File: src/rtl/calint_pkg.sv
// Package for the calibration curve interpolator: sizes, status codes,
// sequencer step and opcode codes, and the read-only microcode table.
// No dependencies.
`default_nettype none

package calint_pkg;

  // Curve geometry.
  localparam int CAL_POINTS = 8;
  localparam int REG_COUNT  = 8;
  localparam int IDX_W      = $clog2(REG_COUNT);
  localparam int ADDR_W     = IDX_W + 2;

  localparam logic [31:0] REG_RESET = 32'hF000_0000;
  localparam logic [15:0] Q_MINUS_ONE = 16'hF000;
  localparam logic [IDX_W-1:0] LAST_IDX = IDX_W'(CAL_POINTS - 1);

  // Divider sizing: product magnitude fits 32 bits, two quotient bits a step.
  localparam int MAG_W   = 32;
  localparam int DEN_W   = 17;
  localparam int DIV_ITERS = MAG_W / 2;
  localparam int CNT_W   = $clog2(DIV_ITERS);
  localparam logic [CNT_W-1:0] CNT_LAST = CNT_W'(DIV_ITERS - 1);

  // Result status codes.
  typedef enum logic [1:0] {
    ST_OK    = 2'd0,
    ST_NEG   = 2'd1,
    ST_NOSEG = 2'd2,
    ST_ZERO  = 2'd3
  } status_t;

  // Sequencer step addresses.
  typedef logic [3:0] step_t;
  localparam step_t STEP_WAIT  = 4'd0;
  localparam step_t STEP_CHECK = 4'd1;
  localparam step_t STEP_SCAN  = 4'd2;
  localparam step_t STEP_LOAD  = 4'd3;
  localparam step_t STEP_MUL   = 4'd4;
  localparam step_t STEP_PREP  = 4'd5;
  localparam step_t STEP_DIV   = 4'd6;
  localparam step_t STEP_FIX   = 4'd7;
  localparam step_t STEP_ERR   = 4'd8;

  // Datapath operations selected by a control word.
  typedef enum logic [3:0] {
    OP_WAIT  = 4'd0,
    OP_CHECK = 4'd1,
    OP_SCAN  = 4'd2,
    OP_LOAD  = 4'd3,
    OP_MUL   = 4'd4,
    OP_PREP  = 4'd5,
    OP_DIV   = 4'd6,
    OP_FIX   = 4'd7,
    OP_ERR   = 4'd8
  } op_t;

  // One control word: the operation, the fall-through step and the branch
  // target. An error branch always goes to the error step.
  typedef struct packed {
    op_t   op;
    step_t next;
    step_t jump;
  } ctrl_t;

  // Microcode table.
  function automatic ctrl_t ucode(input step_t s);
    ctrl_t w;
    case (s)
      STEP_WAIT:  w = '{op: OP_WAIT,  next: STEP_WAIT,  jump: STEP_CHECK};
      STEP_CHECK: w = '{op: OP_CHECK, next: STEP_SCAN,  jump: STEP_SCAN};
      STEP_SCAN:  w = '{op: OP_SCAN,  next: STEP_SCAN,  jump: STEP_LOAD};
      STEP_LOAD:  w = '{op: OP_LOAD,  next: STEP_MUL,   jump: STEP_MUL};
      STEP_MUL:   w = '{op: OP_MUL,   next: STEP_PREP,  jump: STEP_PREP};
      STEP_PREP:  w = '{op: OP_PREP,  next: STEP_DIV,   jump: STEP_DIV};
      STEP_DIV:   w = '{op: OP_DIV,   next: STEP_DIV,   jump: STEP_FIX};
      STEP_FIX:   w = '{op: OP_FIX,   next: STEP_WAIT,  jump: STEP_WAIT};
      STEP_ERR:   w = '{op: OP_ERR,   next: STEP_WAIT,  jump: STEP_WAIT};
      default:    w = '{op: OP_WAIT,  next: STEP_WAIT,  jump: STEP_WAIT};
    endcase
    return w;
  endfunction

endpackage

`default_nettype wire

File: src/rtl/calibration_curve_interpolator.sv
// Calibration curve interpolator: microcoded sequencer, point scan, one
// multiply and a two-bit-per-step restoring divider. Depends on calint_pkg.
//
//  Channel   | Handshake                      | Payload
//  ----------+--------------------------------+------------------------------
//  input     | start, busy (start & !busy)    | absorbance
//  result    | done (one-cycle strobe)        | chlorine, status
//  config    | psel, penable, pwrite, pready  | paddr, pwdata, prdata
//
// A negative input goes from the check step straight to the error result. The
// scan loop then visits the points in turn until one lies above the sample;
// meeting the end of the curve or running off the table gives an error result,
// as does a zero-width segment at the load step. A full result passes the load,
// multiply, prep, divider loop (16 steps) and fix steps. The result strobe comes
// in the cycle after the last step, and busy is already low then. rst is
// synchronous and restores all points to x = -1.0, y = 0. The receiver cannot
// stall; each result is shown for one cycle.
`default_nettype none

module calibration_curve_interpolator
  import calint_pkg::*;
(
  input  wire logic                clk,
  input  wire logic                rst,
  input  wire logic                start,
  output logic                     busy,
  input  wire logic signed [15:0]  absorbance,
  output logic                     done,
  output logic signed [15:0]       chlorine,
  output logic [1:0]               status,
  input  wire logic                psel,
  input  wire logic                penable,
  input  wire logic                pwrite,
  input  wire logic [ADDR_W-1:0]   paddr,
  input  wire logic [31:0]         pwdata,
  output logic [31:0]              prdata,
  output logic                     pready
);

  // Calibration point registers.
  logic [31:0] cal [REG_COUNT];

  // Sequencer.
  step_t pc;
  ctrl_t cw;

  // Datapath registers.
  logic signed [15:0]      a_reg;
  logic [IDX_W-1:0]        idx;
  logic signed [15:0]      x0, y0, x1, y1;
  logic signed [DEN_W-1:0] dx, dy, den;
  logic signed [33:0]      prod;
  logic [MAG_W-1:0]        quo;
  logic [DEN_W-1:0]        rem, dmag;
  logic                    neg;
  logic [CNT_W-1:0]        cnt;
  status_t                 err_st;

  // Combinational helpers.
  logic signed [15:0]  cur_x, cur_y;
  logic [DEN_W:0]      t1, t2;
  logic                ge1, ge2;
  logic [DEN_W-1:0]    r1, r2;
  logic signed [33:0]  q_signed, sum;
  logic signed [33:0]  prod_abs;
  logic signed [DEN_W-1:0] den_abs;

  assign cw     = ucode(pc);
  assign busy   = (pc != STEP_WAIT);
  assign pready = 1'b1;
  assign prdata = cal[paddr[ADDR_W-1:2]];

  // Point under test in the scan loop.
  assign cur_x = signed'(cal[idx][31:16]);
  assign cur_y = signed'(cal[idx][15:0]);

  // Two restoring division steps per cycle.
  assign t1  = {rem, quo[MAG_W-1]};
  assign ge1 = (t1 >= {1'b0, dmag});
  assign r1  = ge1 ? DEN_W'(t1 - {1'b0, dmag}) : t1[DEN_W-1:0];
  assign t2  = {r1, quo[MAG_W-2]};
  assign ge2 = (t2 >= {1'b0, dmag});
  assign r2  = ge2 ? DEN_W'(t2 - {1'b0, dmag}) : t2[DEN_W-1:0];

  // Magnitudes for the divider setup.
  assign prod_abs = prod[33] ? -prod : prod;
  assign den_abs  = den[DEN_W-1] ? -den : den;

  // Sign fixup of the quotient and offset by y0.
  assign q_signed = neg ? -signed'({2'b00, quo}) : signed'({2'b00, quo});
  assign sum      = q_signed + 34'(y0);

  // Configuration writes.
  always_ff @(posedge clk) begin
    if (rst) begin
      for (int i = 0; i < REG_COUNT; i++) begin
        cal[i] <= REG_RESET;
      end
    end else if (psel && penable && pwrite && pready) begin
      cal[paddr[ADDR_W-1:2]] <= pwdata;
    end
  end

  // Sequencer step counter and result strobe.
  always_ff @(posedge clk) begin
    if (rst) begin
      pc   <= STEP_WAIT;
      done <= 1'b0;
    end else begin
      done <= 1'b0;
      unique case (cw.op)
        OP_WAIT: begin
          pc <= start ? cw.jump : cw.next;
        end
        OP_CHECK: begin
          pc <= a_reg[15] ? STEP_ERR : cw.next;
        end
        OP_SCAN: begin
          if (cur_x == signed'(Q_MINUS_ONE)) begin
            pc <= STEP_ERR;
          end else if (cur_x > a_reg) begin
            pc <= cw.jump;
          end else if (idx == LAST_IDX) begin
            pc <= STEP_ERR;
          end else begin
            pc <= cw.next;
          end
        end
        OP_LOAD: begin
          pc <= (x1 == x0) ? STEP_ERR : cw.next;
        end
        OP_DIV: begin
          pc <= (cnt == CNT_LAST) ? cw.jump : cw.next;
        end
        OP_FIX, OP_ERR: begin
          pc   <= cw.next;
          done <= 1'b1;
        end
        default: begin
          pc <= cw.next;
        end
      endcase
    end
  end

  // Datapath.
  always_ff @(posedge clk) begin
    unique case (cw.op)
      OP_WAIT: begin
        if (start) begin
          a_reg <= absorbance;
        end
      end
      OP_CHECK: begin
        err_st <= ST_NEG;
        idx    <= IDX_W'(1);
        x0     <= signed'(cal[0][31:16]);
        y0     <= signed'(cal[0][15:0]);
      end
      OP_SCAN: begin
        // Keep the point before the one under test in x0/y0.
        err_st <= ST_NOSEG;
        x1     <= cur_x;
        y1     <= cur_y;
        if (!(cur_x > a_reg)) begin
          x0  <= cur_x;
          y0  <= cur_y;
          idx <= idx + IDX_W'(1);
        end
      end
      OP_LOAD: begin
        err_st <= ST_ZERO;
        dx     <= DEN_W'(a_reg) - DEN_W'(x0);
        dy     <= DEN_W'(y1) - DEN_W'(y0);
        den    <= DEN_W'(x1) - DEN_W'(x0);
      end
      OP_MUL: begin
        prod <= dy * dx;
      end
      OP_PREP: begin
        quo  <= prod_abs[MAG_W-1:0];
        dmag <= den_abs;
        neg  <= prod[33] ^ den[DEN_W-1];
        rem  <= '0;
        cnt  <= '0;
      end
      OP_DIV: begin
        rem <= r2;
        quo <= {quo[MAG_W-3:0], ge1, ge2};
        cnt <= cnt + CNT_W'(1);
      end
      OP_FIX: begin
        status <= ST_OK;
        if (sum > 34'sd32767) begin
          chlorine <= 16'sh7FFF;
        end else if (sum < -34'sd32768) begin
          chlorine <= -16'sh8000;
        end else begin
          chlorine <= sum[15:0];
        end
      end
      OP_ERR: begin
        status   <= err_st;
        chlorine <= signed'(Q_MINUS_ONE);
      end
      default: begin
      end
    endcase
  end

  // A result strobe only follows a result-producing step.
  a_done_src: assert property (@(posedge clk) disable iff (rst)
    done |-> ($past(pc) == STEP_FIX || $past(pc) == STEP_ERR))
    else $error("result strobe without a final step");

  // An error result always carries -1.0.
  a_err_val: assert property (@(posedge clk) disable iff (rst)
    (done && status != ST_OK) |-> (chlorine == signed'(Q_MINUS_ONE)))
    else $error("error result with a value other than -1.0");

  // An accepted sample starts the program at its first step.
  a_start: assert property (@(posedge clk) disable iff (rst)
    (start && !busy) |=> (pc == STEP_CHECK))
    else $error("accepted sample did not start the program");

  // The partial remainder stays below the divisor throughout the divide.
  a_rem: assert property (@(posedge clk) disable iff (rst)
    (pc == STEP_DIV) |-> (rem < dmag))
    else $error("divider remainder out of range");

  // The block is free again when a result is shown.
  a_free: assert property (@(posedge clk) disable iff (rst)
    done |-> !busy)
    else $error("result shown while still busy");

endmodule

`default_nettype wire

File: config.mk
export PLATFORM = sky130hd
export DESIGN_NAME = calibration_curve_interpolator
export DESIGN_NICKNAME = d
export VERILOG_FILES = /design/src/rtl/calint_pkg.sv /design/src/rtl/calibration_curve_interpolator.sv
export SDC_FILE = /design/constraint.sdc
export NUM_CORES = 2
export LEC_CHECK = 0
export BUFFER_PORTS_ARGS = -buffer_cell sky130_fd_sc_hd__buf_2
export CORE_ASPECT_RATIO = 1.5
export CORE_UTILIZATION = 50
export CTS_CLUSTER_SIZE = 20
export DETAILED_ROUTE_END_ITERATION = 8
export GPL_ROUTABILITY_DRIVEN = 1
export GPL_TIMING_DRIVEN = 0
export MAX_ROUTING_LAYER = met4
export PLACE_DENSITY_LB_ADDON = 0.12
export SLEW_MARGIN = 25
export SYNTH_ARGS = -nofsm -noshare
export SYNTH_HDL_FRONTEND = slang
export SYNTH_SLANG_ARGS = --single-unit
File: constraint.sdc
create_clock -name clk -period 19.8 [get_ports clk]
set_input_delay 1.98 -clock clk [delete_from_list [all_inputs] [get_ports clk]]
set_output_delay 1.98 -clock clk [all_outputs]
set_load 0.005 [all_outputs]
==> results.ini <==
[status]
status=complete, no violations

[finish]
drive_gt1_frac=0.0869
largest_reg_flops=256
final_design_area_no_fill_um2=45100
most-common-layout-cells=514 x edfxtp_1, 473 x inv_1, 399 x and2_1
largestRegisters=cal: 256 flops, prod: 33 flops, quo: 32 flops
area_growth_pct=8.96
fin_nets=4606
largest-register=cal
instances_no_fill=5107
nFillCells=7210
fin_util=0.553
mostFrequentLayoutCell=edfxtp_1

[grt]
track_usage=0.314
overflow=0
grt_max_degree=51
antenna_found_initial=3
grt_pass1_vias=31005
grt_first_pass_wirelength_um=189000

[timing]
fin_crit_sh=0.427
setup_ws_ps=11350
skew_ps=28.7
maxSlewViolCount=0
fin_setup_tns_ps=0
relSlewSlack=0.206
fin_hold_ws_ps=520
setup_violations=0
fmax_mhz=118
rsz0062_at_grt=false
finalCriticalPeriod_ps=8450
hold_violations=0
worst_pin_slew_ps=1190

[pwr]
total_leakage_power_nw=18.3
finalPower_mw=6.41
p_per_area_nw_per_um2=142
ir_worst_vdd_mv=0.210

[routing]
vias=30295
vias_per_cell=5.93
drcViolationCount=0
avgRoutedWirePerCell_um=24.8
drtIter0Drc=2448
final_antenna_net_count=0
drt_pre_antenna_iters=6
routed_wl_um=127000

[cts]
cts_sinks=530
cts_post_setup_buffers_inserted=0
root_buffer=clkbuf_16
cts_tree=done
clk_latency_ps=640
clockBufferDepth=3
htree_levels=2
numCtsBuffers=51
clkTransAtPathRegs_ps=70
cts_resized=0
cts_hold_buffers=0

[yosys]
yosys.area.top_type=edfxtp_1
syn_area_um2=41400
synth-simple-area-share=0.159
synth_cells=3853
muxShareOfSynthArea=0.0497
synth_top_family_by_area=adder cells
synthXorXnorAreaFrac=0.0377
synthDistinctLibCells=75
async_flop_share=0
ys.warnings.count=0
ys.flop_type=edfxtp_1
synth_edf_count=514
synth_area_leaders=edfxtp_1 37%, fa_1 15%, ha_1 6.8%
ys_ff_latch=530
syn_avg_cell_area_um2=10.7
synthAdderAreaFrac=0.214
synth_top_area_frac=0.373
ys_seq_area_frac=0.381
synth_nets=4438
synth-compound-area-share=0.100

[critical_path]
arrival_ps=8840
critPathMaxFanout=10
start_kind=flop
r2r-end=prod[33]
crit_type=reg -> reg
endpoint_kind=flop
ff2ff_path_depth=25
reg2reg_from=dx[10]
required_ps=20200
r2r_setup_slack_ps=11350

[floorplanning]
die_area_um2=83900
die_h_um=354
core_um2=81500
pin_count=112
rows=128
dieWidth_um=237
start_util=0.507

[flow_run]
maxCapViolCount=0

[placed_design]
dpl_cell_area_um2=43400
post-place-ws_ps=11370
place.gp.congestion=0.957
hpwl_um=98400
dp_cells=5007
portBuffers=104

[min_path]
worstHoldPathType=reg -> reg
min_to=cw[9]
min_from=cw[5]
hold_depth=1

synthesized netlist by cell type (14+ instances only):
| master | number |
|---|---|
| and3_1 | 19 |
| a21o_1 | 30 |
| o31ai_1 | 42 |
| or3_1 | 60 |
| xnor2_1 | 116 |
| o21a_1 | 20 |
| nand4_1 | 51 |
| mux4_2 | 64 |
| and2_1 | 399 |
| clkbuf_1 | 141 |
| xor2_1 | 62 |
| dfxtp_1 | 16 |
| a211oi_1 | 19 |
| fa_1 | 302 |
| edfxtp_1 | 514 |
| ha_1 | 224 |
| or2_2 | 16 |
| nor2_1 | 181 |
| nand3_1 | 39 |
| o211ai_1 | 23 |
| o21ai_0 | 139 |
| nor2b_1 | 25 |
| mux2_2 | 43 |
| nor3_1 | 48 |
| a22oi_1 | 129 |
| or4_1 | 14 |
| nand2b_1 | 32 |
| a21boi_0 | 16 |
| nand2_1 | 303 |
| a21oi_1 | 113 |
| inv_1 | 474 |
| o41ai_1 | 17 |
logic make-up (layout without fill, tap and decap cells):
family,Yosys count,after routing
fa+ha+maj,526,526
mux,120,120
xor+xnor,178,178
flops,530,530
buf+inv,632,843
other cells,1,4
compound gates,623,623
simple gates,1243,1243
final cells by class:
class                   count  area, um2  share of cell area
clock inverters            27        278             0.00616
well taps                1040       1300              0.0289
clock buffers              69       1400              0.0310
plain buffers             158        628              0.0139
repair buffers            115        656              0.0146
multi-input cells        2691      23300               0.516
inverters                 474       1780              0.0395
diodes                      3       7.51            0.000167
flip-flops and latches    530      15800               0.350
metal layers:
metal | global-route usage | part of all wire
met2 | 0.568 | 0.53
met3 | 0.0334 | 0.050
met4 | 0.181 | 0.067
met5 | - | 0
met1 | 0.329 | 0.35
how the worst max path moves through the flow:
stage / slack, ps / end / depth (start not counted) / startpoint
finish: 11350 / prod[33] / 25 / dx[10]
global route: 11050 / prod[33] / 23 / dx[8]
global placement: 11380 / prod[33] / 25 / dx[10]
detailed placement: 11370 / prod[33] / 25 / dx[10]
CTS: 11350 / prod[33] / 25 / dx[10]
floorplan: 12910 / prod[33] / 25 / dx[10]
where the power goes:
| group | internal, mW | total [mW] | switching [mW] |
|---|---|---|---|
| logic | 1.51 | 3.80 | 2.28 |
| registers | 1.53 | 1.61 | 0.0823 |
| clock network | 0.551 | 1.00 | 0.451 |
| total | 3.60 | 6.41 | 2.81 |
worst max-delay path, stage by stage (launching register included):
cell	delay, ps
edfxtp_1	320
clkbuf_1	550
clkbuf_1	540
nand2_1	170
fa_1	570
inv_1	60
fa_1	500
inv_1	50
fa_1	490
inv_1	60
fa_1	440
fa_1	510
inv_1	70
fa_1	530
inv_1	60
ha_1	410
a2111oi_0	390
o21ai_0	150
a32o_1	230
a31o_2	280
a2111oi_0	770
o211ai_1	270
a21oi_1	260
o31ai_1	120
a21oi_1	190
xnor2_1	220
(Power assumes the default switching activity.)
